File: src/hw/rtl/assert_macros.svh
// Assertion macros included by the top-level RTL file, which carries checks.
`ifndef ASSERT_MACROS_SVH
`define ASSERT_MACROS_SVH

// Checks that the consequent holds in the same cycle as the antecedent.
`define ASSERT_SAME(label, ante, cons) \
    label: assert property (@(posedge clk) disable iff (!rst_n) (ante) |-> (cons)) \
        else $error("assertion failed");

// Checks that the consequent holds in the cycle after the antecedent.
`define ASSERT_NEXT(label, ante, cons) \
    label: assert property (@(posedge clk) disable iff (!rst_n) (ante) |=> (cons)) \
        else $error("assertion failed");

`endif

File: src/hw/rtl/mpct_pkg.sv
// Package with the constants shared by the mouse packet cursor tracker.
package mpct_pkg;

    localparam int FIELD_BITS     = 12;
    localparam int DELTA_BITS     = 8;
    localparam int CFG_INDEX_BITS = 2;
    localparam int BYTE_IDX_BITS  = 2;
    localparam int STORE_DEPTH    = 3;

    localparam logic [CFG_INDEX_BITS-1:0] REG_ENABLED = 2'd0;
    localparam logic [CFG_INDEX_BITS-1:0] REG_X_LIMIT = 2'd1;
    localparam logic [CFG_INDEX_BITS-1:0] REG_Y_LIMIT = 2'd2;

    localparam logic [BYTE_IDX_BITS-1:0] BYTE_FLAGS = 2'd0;
    localparam logic [BYTE_IDX_BITS-1:0] BYTE_DX    = 2'd1;
    localparam logic [BYTE_IDX_BITS-1:0] BYTE_DY    = 2'd2;
    localparam logic [BYTE_IDX_BITS-1:0] BYTE_WHEEL = 2'd3;

    localparam int FLAG_LEFT_BIT  = 0;
    localparam int FLAG_RIGHT_BIT = 1;

    localparam int X_LIMIT_RESET = 319;
    localparam int Y_LIMIT_RESET = 199;
    localparam int X_POS_RESET   = 160;
    localparam int Y_POS_RESET   = 100;

    typedef logic [DELTA_BITS-1:0] byte_t;

endpackage

File: src/hw/rtl/mouse_packet_cursor_tracker_top.sv
// Top level of the mouse packet cursor tracker: packet assembly, cursor update and result register.
// A result is registered and appears in the cycle after the transfer of the fourth packet byte.
// One byte per cycle unless in_stall holds it; the cursor add and clamp finish in the cycle of that transfer.
// While a result waits, the first three bytes of the next packet are still taken.
// Reset clears the packet position and result valid, loads the cursor to 160,100,
// the limits to 319,199 and leaves the block disabled.
module mouse_packet_cursor_tracker_top #(
    parameter int COORD_BITS = 12
) (
    input  logic                                   clk,
    input  logic                                   rst_n,
    input  logic                                   cfg_we,
    input  logic [mpct_pkg::CFG_INDEX_BITS-1:0]    cfg_index,
    input  logic [mpct_pkg::FIELD_BITS-1:0]        cfg_data,
    input  logic                                   in_valid,
    output logic                                   in_stall,
    input  logic [mpct_pkg::DELTA_BITS-1:0]        rx_byte,
    output logic                                   out_valid,
    input  logic                                   out_stall,
    output logic [mpct_pkg::FIELD_BITS-1:0]        cursor_x,
    output logic [mpct_pkg::FIELD_BITS-1:0]        cursor_y,
    output logic                                   left_pressed,
    output logic                                   right_pressed,
    output logic signed [mpct_pkg::DELTA_BITS-1:0] wheel_delta
);
    import mpct_pkg::*;

    `include "assert_macros.svh"

    logic                     enabled_reg;
    logic [COORD_BITS-1:0]    x_limit_reg;
    logic [COORD_BITS-1:0]    y_limit_reg;
    logic [BYTE_IDX_BITS-1:0] byte_index_reg;
    byte_t                    store_reg [STORE_DEPTH];
    logic [COORD_BITS-1:0]    pos_x_reg;
    logic [COORD_BITS-1:0]    pos_y_reg;
    logic [COORD_BITS-1:0]    pos_x_next;
    logic [COORD_BITS-1:0]    pos_y_next;
    logic                     out_valid_reg;
    logic                     out_valid_next;
    logic                     left_reg;
    logic                     right_reg;
    byte_t                    wheel_reg;
    logic                     take;
    logic                     last_byte;
    logic                     packet_done;

    assign last_byte   = (byte_index_reg == BYTE_WHEEL);
    assign in_stall    = out_valid_reg && out_stall && enabled_reg && last_byte;
    assign take        = in_valid && !in_stall && enabled_reg;
    assign packet_done = take && last_byte;

    mpct_axis_step #(
        .COORD_BITS (COORD_BITS)
    ) u_step_x (
        .pos      (pos_x_reg),
        .delta    (store_reg[BYTE_DX]),
        .subtract (1'b0),
        .limit    (x_limit_reg),
        .next_pos (pos_x_next)
    );

    mpct_axis_step #(
        .COORD_BITS (COORD_BITS)
    ) u_step_y (
        .pos      (pos_y_reg),
        .delta    (store_reg[BYTE_DY]),
        .subtract (1'b1),
        .limit    (y_limit_reg),
        .next_pos (pos_y_next)
    );

    always_ff @(posedge clk or negedge rst_n)
    begin
        if (!rst_n)
        begin
            enabled_reg <= 1'b0;
            x_limit_reg <= COORD_BITS'(X_LIMIT_RESET);
            y_limit_reg <= COORD_BITS'(Y_LIMIT_RESET);
        end
        else if (cfg_we)
        begin
            unique case (cfg_index)
                REG_ENABLED: enabled_reg <= cfg_data[0];
                REG_X_LIMIT: x_limit_reg <= COORD_BITS'(cfg_data);
                REG_Y_LIMIT: y_limit_reg <= COORD_BITS'(cfg_data);
                default:     ;
            endcase
        end
    end

    always_ff @(posedge clk or negedge rst_n)
    begin
        if (!rst_n)
        begin
            byte_index_reg <= BYTE_FLAGS;
            pos_x_reg      <= COORD_BITS'(X_POS_RESET);
            pos_y_reg      <= COORD_BITS'(Y_POS_RESET);
        end
        else if (take)
        begin
            byte_index_reg <= byte_index_reg + BYTE_IDX_BITS'(1);
            if (last_byte)
            begin
                pos_x_reg <= pos_x_next;
                pos_y_reg <= pos_y_next;
            end
        end
    end

    // The first three bytes of a packet are held until the fourth arrives.
    always_ff @(posedge clk)
    begin
        if (take && !last_byte)
        begin
            store_reg[byte_index_reg] <= rx_byte;
        end
    end

    always_comb
    begin
        out_valid_next = out_valid_reg && out_stall;
        if (packet_done)
        begin
            out_valid_next = 1'b1;
        end
    end

    always_ff @(posedge clk or negedge rst_n)
    begin
        if (!rst_n)
        begin
            out_valid_reg <= 1'b0;
        end
        else
        begin
            out_valid_reg <= out_valid_next;
        end
    end

    // Button bits and wheel are copied out because the store refills during a stall.
    always_ff @(posedge clk)
    begin
        if (packet_done)
        begin
            left_reg  <= store_reg[BYTE_FLAGS][FLAG_LEFT_BIT];
            right_reg <= store_reg[BYTE_FLAGS][FLAG_RIGHT_BIT];
            wheel_reg <= rx_byte;
        end
    end

    assign out_valid     = out_valid_reg;
    assign cursor_x      = FIELD_BITS'(pos_x_reg);
    assign cursor_y      = FIELD_BITS'(pos_y_reg);
    assign left_pressed  = left_reg;
    assign right_pressed = right_reg;
    assign wheel_delta   = $signed(wheel_reg);

    `ASSERT_NEXT(a_done_gives_result, packet_done, out_valid_reg)
    `ASSERT_NEXT(a_held_result_keeps_cursor, out_valid_reg && out_stall,
                 $stable(pos_x_reg) && $stable(pos_y_reg))
    `ASSERT_SAME(a_stall_only_on_last_byte, in_stall, last_byte && enabled_reg)

endmodule

File: src/hw/rtl/mpct_axis_step.sv
// Adds or subtracts a signed byte delta to one cursor coordinate and clamps it to 0..limit.
module mpct_axis_step #(
    parameter int COORD_BITS = 12
) (
    input  logic [COORD_BITS-1:0] pos,
    input  mpct_pkg::byte_t       delta,
    input  logic                  subtract,
    input  logic [COORD_BITS-1:0] limit,
    output logic [COORD_BITS-1:0] next_pos
);
    import mpct_pkg::*;

    logic signed [COORD_BITS+1:0] pos_s;
    logic signed [COORD_BITS+1:0] delta_s;
    logic signed [COORD_BITS+1:0] sum;

    assign pos_s   = $signed({2'b00, pos});
    assign delta_s = $signed({{(COORD_BITS+2-DELTA_BITS){delta[DELTA_BITS-1]}}, delta});
    assign sum     = subtract ? (pos_s - delta_s) : (pos_s + delta_s);

    always_comb
    begin
        priority if (sum[COORD_BITS+1])
        begin
            next_pos = '0;
        end
        else if (sum[COORD_BITS:0] > {1'b0, limit})
        begin
            next_pos = limit;
        end
        else
        begin
            next_pos = sum[COORD_BITS-1:0];
        end
    end

endmodule

File: config.mk
export PLATFORM = sky130hd
export DESIGN_NAME = mouse_packet_cursor_tracker_top
export DESIGN_NICKNAME = d
export VERILOG_FILES = /design/src/hw/rtl/mpct_pkg.sv /design/src/hw/rtl/mouse_packet_cursor_tracker_top.sv /design/src/hw/rtl/mpct_axis_step.sv
export VERILOG_INCLUDE_DIRS = /design/src /design/src/hw/rtl
export SDC_FILE = /design/constraint.sdc
export NUM_CORES = 1
export LEC_CHECK = 0
export ABC_AREA = 1
export BUFFER_PORTS_ARGS = -buffer_cell sky130_fd_sc_hd__buf_2
export CAP_MARGIN = 40
export CORE_MARGIN = 2
export CORE_UTILIZATION = 46
export DETAILED_ROUTE_END_ITERATION = 8
export PLACE_DENSITY = 0.65
export SETUP_SLACK_MARGIN = 0.15
export SLEW_MARGIN = 15
export SYNTH_ARGS = -nofsm -noshare
export SYNTH_HDL_FRONTEND = slang
export SYNTH_HIERARCHICAL = 1
export SYNTH_SLANG_ARGS = --single-unit
File: constraint.sdc
create_clock -name clk -period 4.5 [get_ports clk]
set_input_delay 0.225 -clock clk [delete_from_list [all_inputs] [get_ports clk]]
set_output_delay 0.225 -clock clk [all_outputs]
set_load 0.02 [all_outputs]
## Word level (Yosys, flattened, before mapping)

Memory sizes are Yosys's and may differ from the RTL's. A register that Yosys moved wholly into a read port is not among the register bits.
Cells that the tools add are included.

- Register bits after elaboration: 60
- Memory bits (writable): 24
- Word-level logic and storage cells: 38
- Memories: 1

Memories:

| memory | depth | width | read ports | clocked after Yosys merged registers in | wr ports | line | text |
|---|---|---|---|---|---|---|---|
| store_reg | 3 | 8 | 3 | 1 | 1 | mouse_packet_cursor_tracker_top.sv:34 | `byte_t store_reg [STORE_DEPTH];` |

- Add/sub/neg operators: 3
- Order comparisons: 2
- Equal/unequal tests: 3
- Muxes and demuxes: 7
- Reductions and logical operators: 14

Operators by type and width:

| operator | count |
|---|---|
| 12-bit 2-to-1 mux | 4 |
| 13-bit by 12-bit > comparator with 1-bit output | 2 |
| 13-bit by 8-bit adder with 14-bit output | 1 |
| 13-bit by 8-bit subtractor with 14-bit output | 1 |
| 2-bit AND reduction | 4 |
| 1-bit logical AND | 7 |
| 2-bit equality test, second input constant | 2 |
| 1-bit 2-to-1 mux | 3 |
| 2-bit by 1-bit adder with 2-bit output, second input constant | 1 |
| 2-bit by 1-bit equality test with 1-bit output, second input constant | 1 |
| 1-bit logical NOT | 2 |
| 2-bit logical NOT | 1 |

## Longest topological paths before layout

Gate-level depths: netlist (run 1).

- Depth in word-level cells: 9
- Depth in mapped cells: 30

## Modules after synthesis

The synthesis (run 1) kept the hierarchy.

By module, submodules not included:

| module | instances | cells each | area an instance (um2) |
|---|---|---|---|
| mouse_packet_cursor_tracker_top | 1 | 266 | 3,051.7 |
| mpct_axis_step at u_step_y | 1 | 247 | 1,361.3 |
| mpct_axis_step at u_step_x | 1 | 248 | 1,353.8 |

## Worst setup path before layout (run 1)

No wires, ideal clock.

- Path kind: reg2reg
- From: mem store_reg[1][0] in the netlist's numbering
- To: reg pos_x_reg[0] (netlist: cursor_x[0])
- Arrival: 3.526 ns
- Path slack: 0.908 ns
- Stages on the path, launching flop included: 30
- Period minus slack after synthesis: 3.592 ns
- Path through: edfxtp_1 -> inv_1 -> ha_1 -> nand2_1 -> o21ai_0 -> xnor2_1 -> inv_1 -> ha_1 -> nand2_1 -> inv_1 -> a21oi_1 -> o21ai_0 -> xor2_1 -> inv_1 -> ha_1 -> nand2_1 -> inv_1 -> nor2_1 -> o21a_1 -> nand2_1 -> nand2_1 -> nand2_1 -> nand2_1 -> nand2_1 -> nand2_1 -> clkbuf_1 -> nand3_1 -> a21oi_1 -> nand4_1 -> nand2_1

RTL lines:

| what | line | text |
|---|---|---|
| start, declared | mouse_packet_cursor_tracker_top.sv:34 |  |
| end signal, assigned | mouse_packet_cursor_tracker_top.sv:97 | `pos_x_reg <= COORD_BITS'(X_POS_RESET);` |
| end signal, assigned | mouse_packet_cursor_tracker_top.sv:105 | `pos_x_reg <= pos_x_next;` |
| end, declared | mouse_packet_cursor_tracker_top.sv:35 | `logic [COORD_BITS-1:0] pos_x_reg;` |

## Final worst setup path (run 1)

- From: reg pos_y_reg[0] (netlist: cursor_y[0])
- To: reg pos_y_reg[3] (netlist: cursor_y[3])

- Longest elaborated chain between the ends: 4

RTL lines:

| what | line | text |
|---|---|---|
| start, declared | mouse_packet_cursor_tracker_top.sv:36 | `logic [COORD_BITS-1:0] pos_y_reg;` |
| start signal, assigned | mouse_packet_cursor_tracker_top.sv:98 | `pos_y_reg <= COORD_BITS'(Y_POS_RESET);` |
| start signal, assigned | mouse_packet_cursor_tracker_top.sv:106 | `pos_y_reg <= pos_y_next;` |
| 13-bit by 8-bit subtractor with 14-bit output * | mpct_axis_step.sv:19 | `assign sum = subtract ? (pos_s - delta_s) : (pos_s + delta_s);` |
| 13-bit by 12-bit > comparator with 1-bit output | mpct_axis_step.sv:27 | `else if (sum[COORD_BITS:0] > {1'b0, limit})` |
| 12-bit 2-to-1 mux | mpct_axis_step.sv:27 |  |
| 12-bit 2-to-1 mux * | mpct_axis_step.sv:23 | `priority if (sum[COORD_BITS+1])` |
| via pos_y_next[3] | mouse_packet_cursor_tracker_top.sv:38 | `logic [COORD_BITS-1:0] pos_y_next;` |

The timed path passes the listed nets; every way through them passes the cells marked *.
A chain may end at the register's enable or synchronous reset.

==> run_results.csv, run 1 <==
group,metric,value,unit
run_status,outcome,"finished, violations left",
run_status,violations,"negative hold slack",
clock_network,tritoncts,"built",
synth,yosys_register_bits,80,
clock_network,numCtsBuffers,9,
drt,wire_per_inst,14.45,um
clock_network,htreeDepth,3,
worst_setup_path,r2r_slack,0.51,ns
run,cap_viol_max_count,0,
cells_and_area,drive_above_1_share,15.20,%
synth,avgSynthCellArea,7.578,um^2
power,irDropWorstVdd,0.2677,mV
placed_design,dpl_worst_slack,0.4152,ns
synth,synth.distinct_cells,33,
synth,yosysMostFrequentCell,"nand2_1",
timing,maxSlewViolCount,0,
timing,fmax,250.5,MHz
cells_and_area,syn2layout_area_growth,15.38,%
power,power,4.072,mW
synth,async_flop_share,65.00,%
grt,grt_pass1_wl,23500,um
worst_setup_path,max_stage_delay,0.42,ns
worst_setup_path,startpoint,"cursor_y[0]",
timing,finalSetupTns,0,ns
timing,worst_slew_margin_rel,48.25,%
drt,drtAntennaViolNets,0,
timing,skew,0.009222,ns
synth,synth_common_cells,"nand2_1, inv_1, ha_1, nand3_1, o21ai_0",
power,leakagePower,3.467,nW
timing,worst_pin_slew,0.7741,ns
synth,synth_top_cell_by_area,"dfrtp_1",
placed_design,dpl_cell_area,6282,um^2
worst_setup_path,start_kind,"flop",
floorplan,die_width,116.0,um
timing,fin_crit_sh,88.73,%
worst_setup_path,arrival,4.27,ns
power,p_per_area,612.0,nW/um^2
synth,synth_edf_count,28,
floorplan,start_util,47.61,%
clock_network,path_clk_slew,0.06,ns
drt,finalWirelength,14600,um
synth,netlist_instances,761,
synth,synth_flop_cell,"dfrtp_1",
placed_design,gp_congestion,0.9316,
worst_setup_path,crit_slowest_cell,"dfrtp_1",
synth,synth_area_leaders,"dfrtp_1, edfxtp_1, nand2_1, ha_1, dfstp_2",
grt,grt_pass1_vias,4975,
timing,finalHoldViolCount,6,
drt,vias,5167,
timing,setup_viol,0,
clock_network,cts.root.buffer_cell,"clkbuf_16",
worst_setup_path,required,4.77,ns
grt,grt.total_usage,22.56,%
worst_setup_path,cp-end-kind,"flop",
placed_design,dpl.hpwl,11470,um
floorplan,dieArea,13450,um^2
drt,drtIter0Drc,299,
drt,viasPerCell,5.116,
cells_and_area,largest_reg_flops,18,
cells_and_area,postLayoutCellArea,6654,um^2
hold_path,hold_class,"primary input to async pin",
grt,grt_max_degree,53,
cells_and_area,antenna_cells,0,
grt,antenna_found_initial,0,
cells_and_area,nets,920,
clock_network,hold_buffers,0,
timing,min_period,3.993,ns
drt,drcViolationCount,0,
timing,worst_slack,0.5072,ns
grt,gr-total-overflow,0,
synth,yosysSeqAreaShare,37.51,%
clock_network,cts.sinks,80,
worst_setup_path,reg2reg_from,"cursor_y[0]",
worst_setup_path,crit_top_cell,"nand2_1",
placed_design,portBuffers,62,
worst_setup_path,worst-setup-path-type,"flop to flop",
synth,yosys_warnings,6,
floorplan,die_h,116.0,um
floorplan,fp-row-count,40,
worst_setup_path,cp_max_fo,7,
timing,whs,-0.01549,ns
drt,dr.pass1.iters,5,
clock_network,clock_path_buffers,2,
synth,yosysTopAreaCellShare,15.19,%
clock_network,clk_latency,0.34,ns
floorplan,ios,63,
floorplan,core,12110,um^2
timing,rsz0062_at_grt,"true",
synth,netlist_area,5767,um^2
==> layout by cell type (no fill, tap or decap), types with 2 or more instances in the layout <==
cell type   count
a21oi_2         4
clkinvlp_4      2
inv_2           5
buf_4           6
nor3_1          4
ha_1           53
o21ai_2         3
conb_1         18
nand4_1        24
edfxtp_1       28
nand3_1        53
nand2_1       207
nor4_1          2
clkbuf_16       9
o21a_1          2
inv_6           2
o21ai_0        46
inv_1         109
dfstp_2        17
xor2_1         22
xnor2_1        11
inv_8           2
fa_1            2
dfrtp_1        35
nor2_1         46
a21oi_1        39
o21ai_1        11
nand2_2         3
buf_2          62
or2_2           3
==> metrics by stage <==
step | hold WS [ns] | std cells | util, %
2_1_floorplan | -0.07059 | 777 | -
3_3_place_gp | 0.3819 | 991 | 51.75
3_5_place_dp | 0.3896 | 992 | 51.87
4_1_cts | 0.01804 | 1008 | 54.43
5_1_grt | 0.05107 | 1010 | 54.94
6_report | -0.01549 | 1010 | 54.94
==> worst max-delay path: cells and delay by family (launching register included) <==
kind	cells	cell delay [ns]
buffers and inverters	5	0.46
and+or+nand+nor	13	1.17
adders and majority gates	3	0.89
xor gates and xnor gates	1	0.24
DFF	1	0.42
AOI/OAI and AO/OA	4	0.74
==> worst paths after layout <==
path | to | cells past startpoint
max | cursor_y[3] | 26
min | cursor_y[8] | 2
max reg2reg | cursor_y[3] | 26
min reg2reg | right_pressed | 0
max in group asynchronous | cursor_y[3] | 2
min in group clk | store_reg[1][7] | 1
==> metal layers <==
layer / track usage, % / vias to the layer above / part of all wire, %
met2: 38.48 / 109 / 49
met1: 28.44 / 2416 / 44
met3: 3.400 / 32 / 4.1
met4: 10.00 / 0 / 3.2
met5: 0 / - / 0
li1: - / 2610 / -
==> report_power, final <==
group	internal [mW]	switching, mW	total, mW
Clock	0.441	0.320	0.762
Sequential	0.921	0.151	1.07
Combinational	0.813	1.42	2.24
Total	2.18	1.90	4.07
==> cells by family (layout without fill, tap and decap cells) <==
| family | Yosys count | count (layout) | share of synthesized area (%) |
|---|---|---|---|
| AOI/OAI and AO/OA | 107 | 107 | 9.568 |
| adders and majority gates | 56 | 56 | 12.41 |
| and+or+nand+nor | 346 | 346 | 25.47 |
| other | 2 | 18 | 0.1302 |
| DFF | 80 | 80 | 37.51 |
| xor gates and xnor gates | 34 | 34 | 5.294 |
| buffers and inverters | 136 | 201 | 9.611 |
==> cell type report <==
class,instances,area (um^2)
Tap cell,168,210.2
Clock inverter,7,85.08
Sequential cell,80,2163
Clock buffer,9,225.2
Inverter,115,436.7
Fill cell,1174,5458
Timing Repair Buffer,70,377.9
Multi-Input combinational cell,561,3156
==> what timing repair did <==
action	in CTS	in global routing
buffers inserted	0	1
setup endpoints to repair	0	14
gates resized for setup	0	11
Power figures use the tool's default switching activity.
==> run 2, diff against run 1 <==
RECOVER_POWER = 100   (was default)
==> run_results.csv, run 2 (same netlist as run 1, synthesis figures left out) <==
group,metric,value,unit
hold_path,min-delay-start,"cfg_data[3]",
timing,fmax,248.3,MHz
worst_setup_path,cp-end-kind,"flop",
drt,vias,5193,
grt,grt_pass1_vias,4975,
drt,dr.pass1.iters,5,
timing,rsz0062_at_grt,"true",
placed_design,gp_congestion,0.9316,
power,p_clk_share,18.9,%
grt,antenna_found_initial,0,
placed_design,portBuffers,62,
floorplan,core,12110,um^2
worst_setup_path,worst-setup-path-type,"flop to flop",
clock_network,cts.root.buffer_cell,"clkbuf_16",
timing,finalSetupTns,0,ns
drt,viasPerCell,5.142,
cells_and_area,layout_commonest_cell,"nand2_1",
power,swShare,46.87,%
worst_setup_path,reg2reg_from,"store_reg[1][0]",
timing,skew,0.009341,ns
drt,finalWirelength,14620,um
floorplan,fp-row-count,40,
timing,maxSlewViolCount,53,
cells_and_area,drive_above_1_share,9.501,%
drt,drtAntennaViolNets,0,
floorplan,start_util,47.61,%
run_status,violations,"max-capacitance violations, max-slew violations",
power,irDropWorstVdd,0.2672,mV
clock_network,hold_buffers,0,
clock_network,htreeDepth,3,
floorplan,ios,63,
worst_setup_path,start_kind,"flop",
timing,fin_crit_sh,89.49,%
hold_path,hold_class,"primary input to flop",
timing,worst_pin_slew,2.800,ns
cells_and_area,antenna_cells,0,
power,p_seq_share,26.6,%
grt,gr-total-overflow,0,
power,p_int,2.144,mW
drt,wire_per_inst,14.47,um
clock_network,clk_latency,0.34,ns
worst_setup_path,startpoint,"store_reg[1][0]",
power,p_per_area,614.7,nW/um^2
power,leakagePower,3.300,nW
timing,setup_viol,0,
clock_network,numCtsBuffers,9,
worst_setup_path,crit_slowest_cell,"edfxtp_1",
timing,finalHoldViolCount,0,
cells_and_area,largest_reg_flops,18,
clock_network,cts.sinks,80,
timing,min_period,4.027,ns
hold_path,hold-path-cell-count,3,
run_status,outcome,"finished, violations left",
worst_setup_path,cp_max_fo,12,
cells_and_area,nets,920,
clock_network,tritoncts,"built",
clock_network,path_clk_slew,0.07,ns
worst_setup_path,crit_family,"simple AND/OR/NAND/NOR gates",
worst_setup_path,arrival,4.31,ns
worst_setup_path,cp_num_buf_inv,6,
cells_and_area,syn2layout_area_growth,13.86,%
power,power,4.036,mW
floorplan,die_width,116.0,um
power,p_sw,1.892,mW
worst_setup_path,crit_top_cell,"nand2_1",
grt,grt.total_usage,22.56,%
drt,drtIter0Drc,290,
run,cap_viol_max_count,1,
drt,drcViolationCount,0,
timing,worst_slew_margin_rel,-86.68,%
clock_network,clock_path_buffers,2,
placed_design,dpl.hpwl,11470,um
worst_setup_path,reg2reg_depth,29,
floorplan,die_h,116.0,um
power,combPwrFrac,54.5,%
worst_setup_path,max_stage_delay,0.39,ns
grt,grt_max_degree,53,
worst_setup_path,required,4.79,ns
floorplan,dieArea,13450,um^2
grt,grt_pass1_wl,23500,um
cells_and_area,final_cell_mix,"nand2_1, inv_1, nand3_1",
worst_setup_path,path_depth,29,
## run 2: power by group through the flow
stage / Combinational (mW) / Clock [mW] / Sequential (mW)
3_3_place_gp: 2.11 / 0 / 1.08
6_report: 2.20 / 0.762 / 1.07
5_1_grt: 2.50 / 0.804 / 1.09
2_1_floorplan: 1.54 / 0 / 1.13
4_1_cts: 2.18 / 0.776 / 1.07
3_5_place_dp: 2.16 / 0 / 1.08
## run 2: worst paths after layout
path                       slack [ns]        endpoint
max in group asynchronous        2.04     cursor_y[3]
setup / recovery                 0.47     cursor_x[5]
setup reg to reg                 0.47     cursor_x[5]
hold / removal                   0.12  x_limit_reg[3]
min in group asynchronous        0.86     cursor_y[8]
hold reg to reg                  0.43   right_pressed
## run 2: per-stage QoR
step           cell area, um^2  utilization (%)  hold WS [ns]  instances  worst slack, ns
2_1_floorplan             5827                -      -0.07059        777           0.9080
3_3_place_gp              6267            51.75        0.3819        991           0.4752
3_5_place_dp              6282            51.87        0.3896        992           0.4152
4_1_cts                   6593            54.43       0.01804       1008           0.3729
5_1_grt                   6566            54.21        0.1398       1010          0.08149
6_report                  6566            54.21        0.1165       1010           0.4727
## run 2: cell type report
| type | count | area [um^2] |
|---|---|---|
| fillers | 1205 | 5545 |
| multi-input cells | 561 | 3138 |
| repair buffers | 70 | 307.8 |
| clock buffers | 9 | 225.2 |
| clock inverters | 7 | 85.08 |
| inverters | 115 | 436.7 |
| well taps | 168 | 210.2 |
| flip-flops and latches | 80 | 2163 |
## run 2: repair_timing
item,CTS,global route
hold endpoints to repair,0,0
setup buffers,0,1
setup endpoints to repair,0,14
gates resized for setup,0,11
## run 2: routing by layer
| layer | track usage, % | wire, um |
|---|---|---|
| met1 | 28.44 | 6495 |
| met2 | 38.48 | 7141 |
| met3 | 3.400 | 510 |
| met4 | 10.00 | 468 |
| met5 | 0 | 0 |
## run 2: worst min-delay path: stages
cell,delay (ns)
buf_2,0.10
inv_1,0.05
o21ai_0,0.08
==> run 3, diff against run 2 <==
ABC_AREA = 0   (was 1)
PLACE_DENSITY = default   (was 0.65)
==> run_results.csv, run 3 <==
group,metric,value,unit
run_status,outcome,"finished, violations left",
run_status,violations,"max-capacitance violations, max-slew violations",
power,p_int,2.973,mW
clock_network,clk_latency,0.34,ns
hold_path,hold-path-cell-count,2,
worst_setup_path,max_stage_delay,0.43,ns
synth,yosysSeqAreaShare,36.71,%
hold_path,hold_class,"primary input to flop",
worst_setup_path,required,4.79,ns
timing,whs,0.1233,ns
floorplan,ios,63,
placed_design,dpl.hpwl,10590,um
worst_setup_path,reg2reg_from,"store_reg[1][0]",
run,cap_viol_max_count,1,
synth,avgSynthCellArea,10.93,um^2
placed_design,portBuffers,62,
drt,wire_per_inst,17.20,um
worst_setup_path,cp_max_fo,8,
timing,finalHoldViolCount,0,
worst_setup_path,arrival,4.65,ns
drt,dr.pass1.iters,4,
cells_and_area,largest_reg_flops,18,
worst_setup_path,r2r_slack,0.14,ns
power,combPwrFrac,63.0,%
timing,maxSlewViolCount,53,
synth,synth_nets,622,
cells_and_area,nFillCells,1124,
synth,yosysTopAreaCellShare,14.86,%
drt,drtAntennaViolNets,0,
drt,routed.top_layer,"met4",
synth,synth_edf_count,28,
clock_network,clock_path_buffers,2,
timing,worst_pin_slew,2.870,ns
grt,antenna_found_initial,0,
worst_setup_path,r2r-end,"cursor_x[7]",
power,leakagePower,2.950,nW
drt,drt-met1-wl,6466,um
cells_and_area,drive_above_1_share,31.96,%
clock_network,path_clk_slew,0.06,ns
clock_network,htreeDepth,3,
floorplan,dieArea,13730,um^2
synth,synth_top_cell_by_area,"dfrtp_1",
cells_and_area,nets,707,
timing,worst_slack,0.1418,ns
worst_setup_path,crit_family,"compound AO/OA/AOI/OAI gates",
grt,grt_pass1_wl,21510,um
timing,finalSetupTns,0,ns
cells_and_area,layout_commonest_cell,"clkbuf_1",
drt,drcViolationCount,0,
floorplan,fp-row-count,41,
cells_and_area,antenna_cells,0,
clock_network,numCtsBuffers,9,
synth,async_flop_share,65.00,%
synth,yosys_warnings,6,
synth,synth_common_cells,"ha_1, inv_1, dfrtp_1, mux2_2, nor2_1",
timing,min_period,4.358,ns
placed_design,dpl_worst_slack,-0.07243,ns
power,p_clk_share,15.1,%
grt,grt_pass1_vias,4247,
clock_network,cts.root.buffer_cell,"clkbuf_16",
drt,viasPerCell,5.428,
clock_network,tritoncts,"built",
synth,synth_area_leaders,"dfrtp_1, edfxtp_1, ha_1, dfstp_2, mux2_2",
power,p_seq_share,22.0,%
timing,skew,0.009211,ns
synth,netlist_area,5893,um^2
placed_design,gp_congestion,0.8738,
cells_and_area,final_cell_mix,"clkbuf_1, ha_1, inv_1",
worst_setup_path,crit_slowest_cell,"edfxtp_1",
hold_path,whs_endpoint,"out_valid",
floorplan,core,12570,um^2
power,p_per_area,744.6,nW/um^2
synth,netlist_instances,539,
cells_and_area,syn2layout_area_growth,18.54,%
floorplan,start_util,46.89,%
timing,rsz0062_at_grt,"true",
drt,finalWirelength,13780,um
power,swShare,42.83,%
floorplan,die_width,117.2,um
cells_and_area,final_util,55.58,%
worst_setup_path,start_kind,"flop",
grt,grt.total_usage,20.88,%
synth,synth_flop_cell,"dfrtp_1",
power,irDropWorstVdd,0.3781,mV
drt,vias,4348,
grt,gr-total-overflow,0,
clock_network,cts.sinks,80,
drt,met3_length,598,um
worst_setup_path,reg2reg_depth,19,
power,power,5.201,mW
synth,synth.distinct_cells,55,
grt,grt_max_degree,53,
timing,fmax,229.5,MHz
power,p_sw,2.228,mW
drt,drtIter0Drc,172,
worst_setup_path,path_cells,"or2_4 > o21a_1 > xnor2_2 > ha_4 > o21a_1 > o31a_1 > o31a_1 > buf_4 > o21ai_4 > buf_6 > xnor2_2 > ha_2 > or3_1 > a211oi_2 > o211ai_4 > buf_6 > or3_4 > a21oi_2 > mux2_4",
worst_setup_path,cp_num_buf_inv,3,
worst_setup_path,cp-end-kind,"flop",
timing,fin_crit_sh,96.85,%
hold_path,min-delay-start,"out_stall",
worst_setup_path,worst-setup-path-type,"flop to flop",
timing,setup_viol,0,
synth,yosysMostFrequentCell,"ha_1",
timing,worst_slew_margin_rel,-91.34,%
synth,yosys_register_bits,80,
clock_network,hold_buffers,0,
floorplan,die_h,117.2,um
drt,dr_wl_met2,6445,um
-- run 3: layer usage --
metal  vias up  track usage [%]
met3        17            4.222
li1       2132                -
met4         0            6.353
met5         -                0
met2        91            33.72
met1      2108            28.42
-- run 3: worst register-to-register path: stages, from the launching register on --
cell	delay (ns)
edfxtp_1	0.43
or2_4	0.27
o21a_1	0.20
xnor2_2	0.24
ha_4	0.25
o21a_1	0.11
o31a_1	0.13
o31a_1	0.34
buf_4	0.16
o21ai_4	0.20
buf_6	0.13
xnor2_2	0.07
ha_2	0.17
or3_1	0.37
a211oi_2	0.30
o211ai_4	0.19
buf_6	0.17
or3_4	0.32
a21oi_2	0.13
mux2_4	0.14
-- run 3: timing repair --
action | CTS | global route
gates resized for setup | 13 | 44
endpoints found under the setup margin | 14 | 24
buffers inserted | 4 | 6
pin swaps | 5 | 21
cloned | 1 | 0
-- run 3: worst max-delay path by stage --
stage | start | endpoint | cells past startpoint
finish | store_reg[1][0] | cursor_x[7] | 19
global route | store_reg[1][0] | cursor_x[6] | 20
CTS | store_reg[2][0] | cursor_y[7] | 15
detailed placement | store_reg[1][1] | cursor_x[4] | 19
global placement | store_reg[1][1] | cursor_x[2] | 18
floorplan | store_reg[1][1] | cursor_x[10] | 19
-- run 3: layout make-up --
class | instances | area, um^2 | share of cell area [%]
multi-input cells | 401 | 3654 | 52.30
flip-flops and latches | 80 | 2163 | 30.97
repair buffers | 88 | 465.4 | 6.663
clock buffers | 11 | 264.0 | 3.779
well taps | 172 | 215.2 | 3.081
inverters | 44 | 165.2 | 2.364
clock inverters | 5 | 58.81 | 0.8418
-- run 3: stage by stage --
stage | instance area (um^2) | cells
3_3_place_gp | 6369 | 771
6_report | 6985 | 801
3_5_place_dp | 6399 | 774
2_1_floorplan | 5893 | 539
4_1_cts | 6832 | 795
5_1_grt | 6985 | 801
-- run 3: cell families (layout without fill, tap and decap cells) --
kind of cell	count (synthesis)	in the layout	share of synthesized area, %
xor+xnor	23	23	3.418
flops	80	80	36.71
mux	66	66	13.42
simple gates	137	137	12.42
compound gates	116	117	16.43
other cells	2	2	0.1274
fa+ha+maj	56	56	12.14
buf+inv	59	148	5.329
-- run 3: power by group through the flow --
| stage | logic [mW] | clock network (mW) | registers (mW) |
|---|---|---|---|
| after floorplan | 2.12 | 0 | 1.20 |
| after global placement | 2.78 | 0 | 1.15 |
| after detailed placement | 2.85 | 0 | 1.15 |
| after CTS | 3.00 | 0.809 | 1.14 |
| after global routing | 3.57 | 0.837 | 1.17 |
| final | 3.27 | 0.785 | 1.14 |
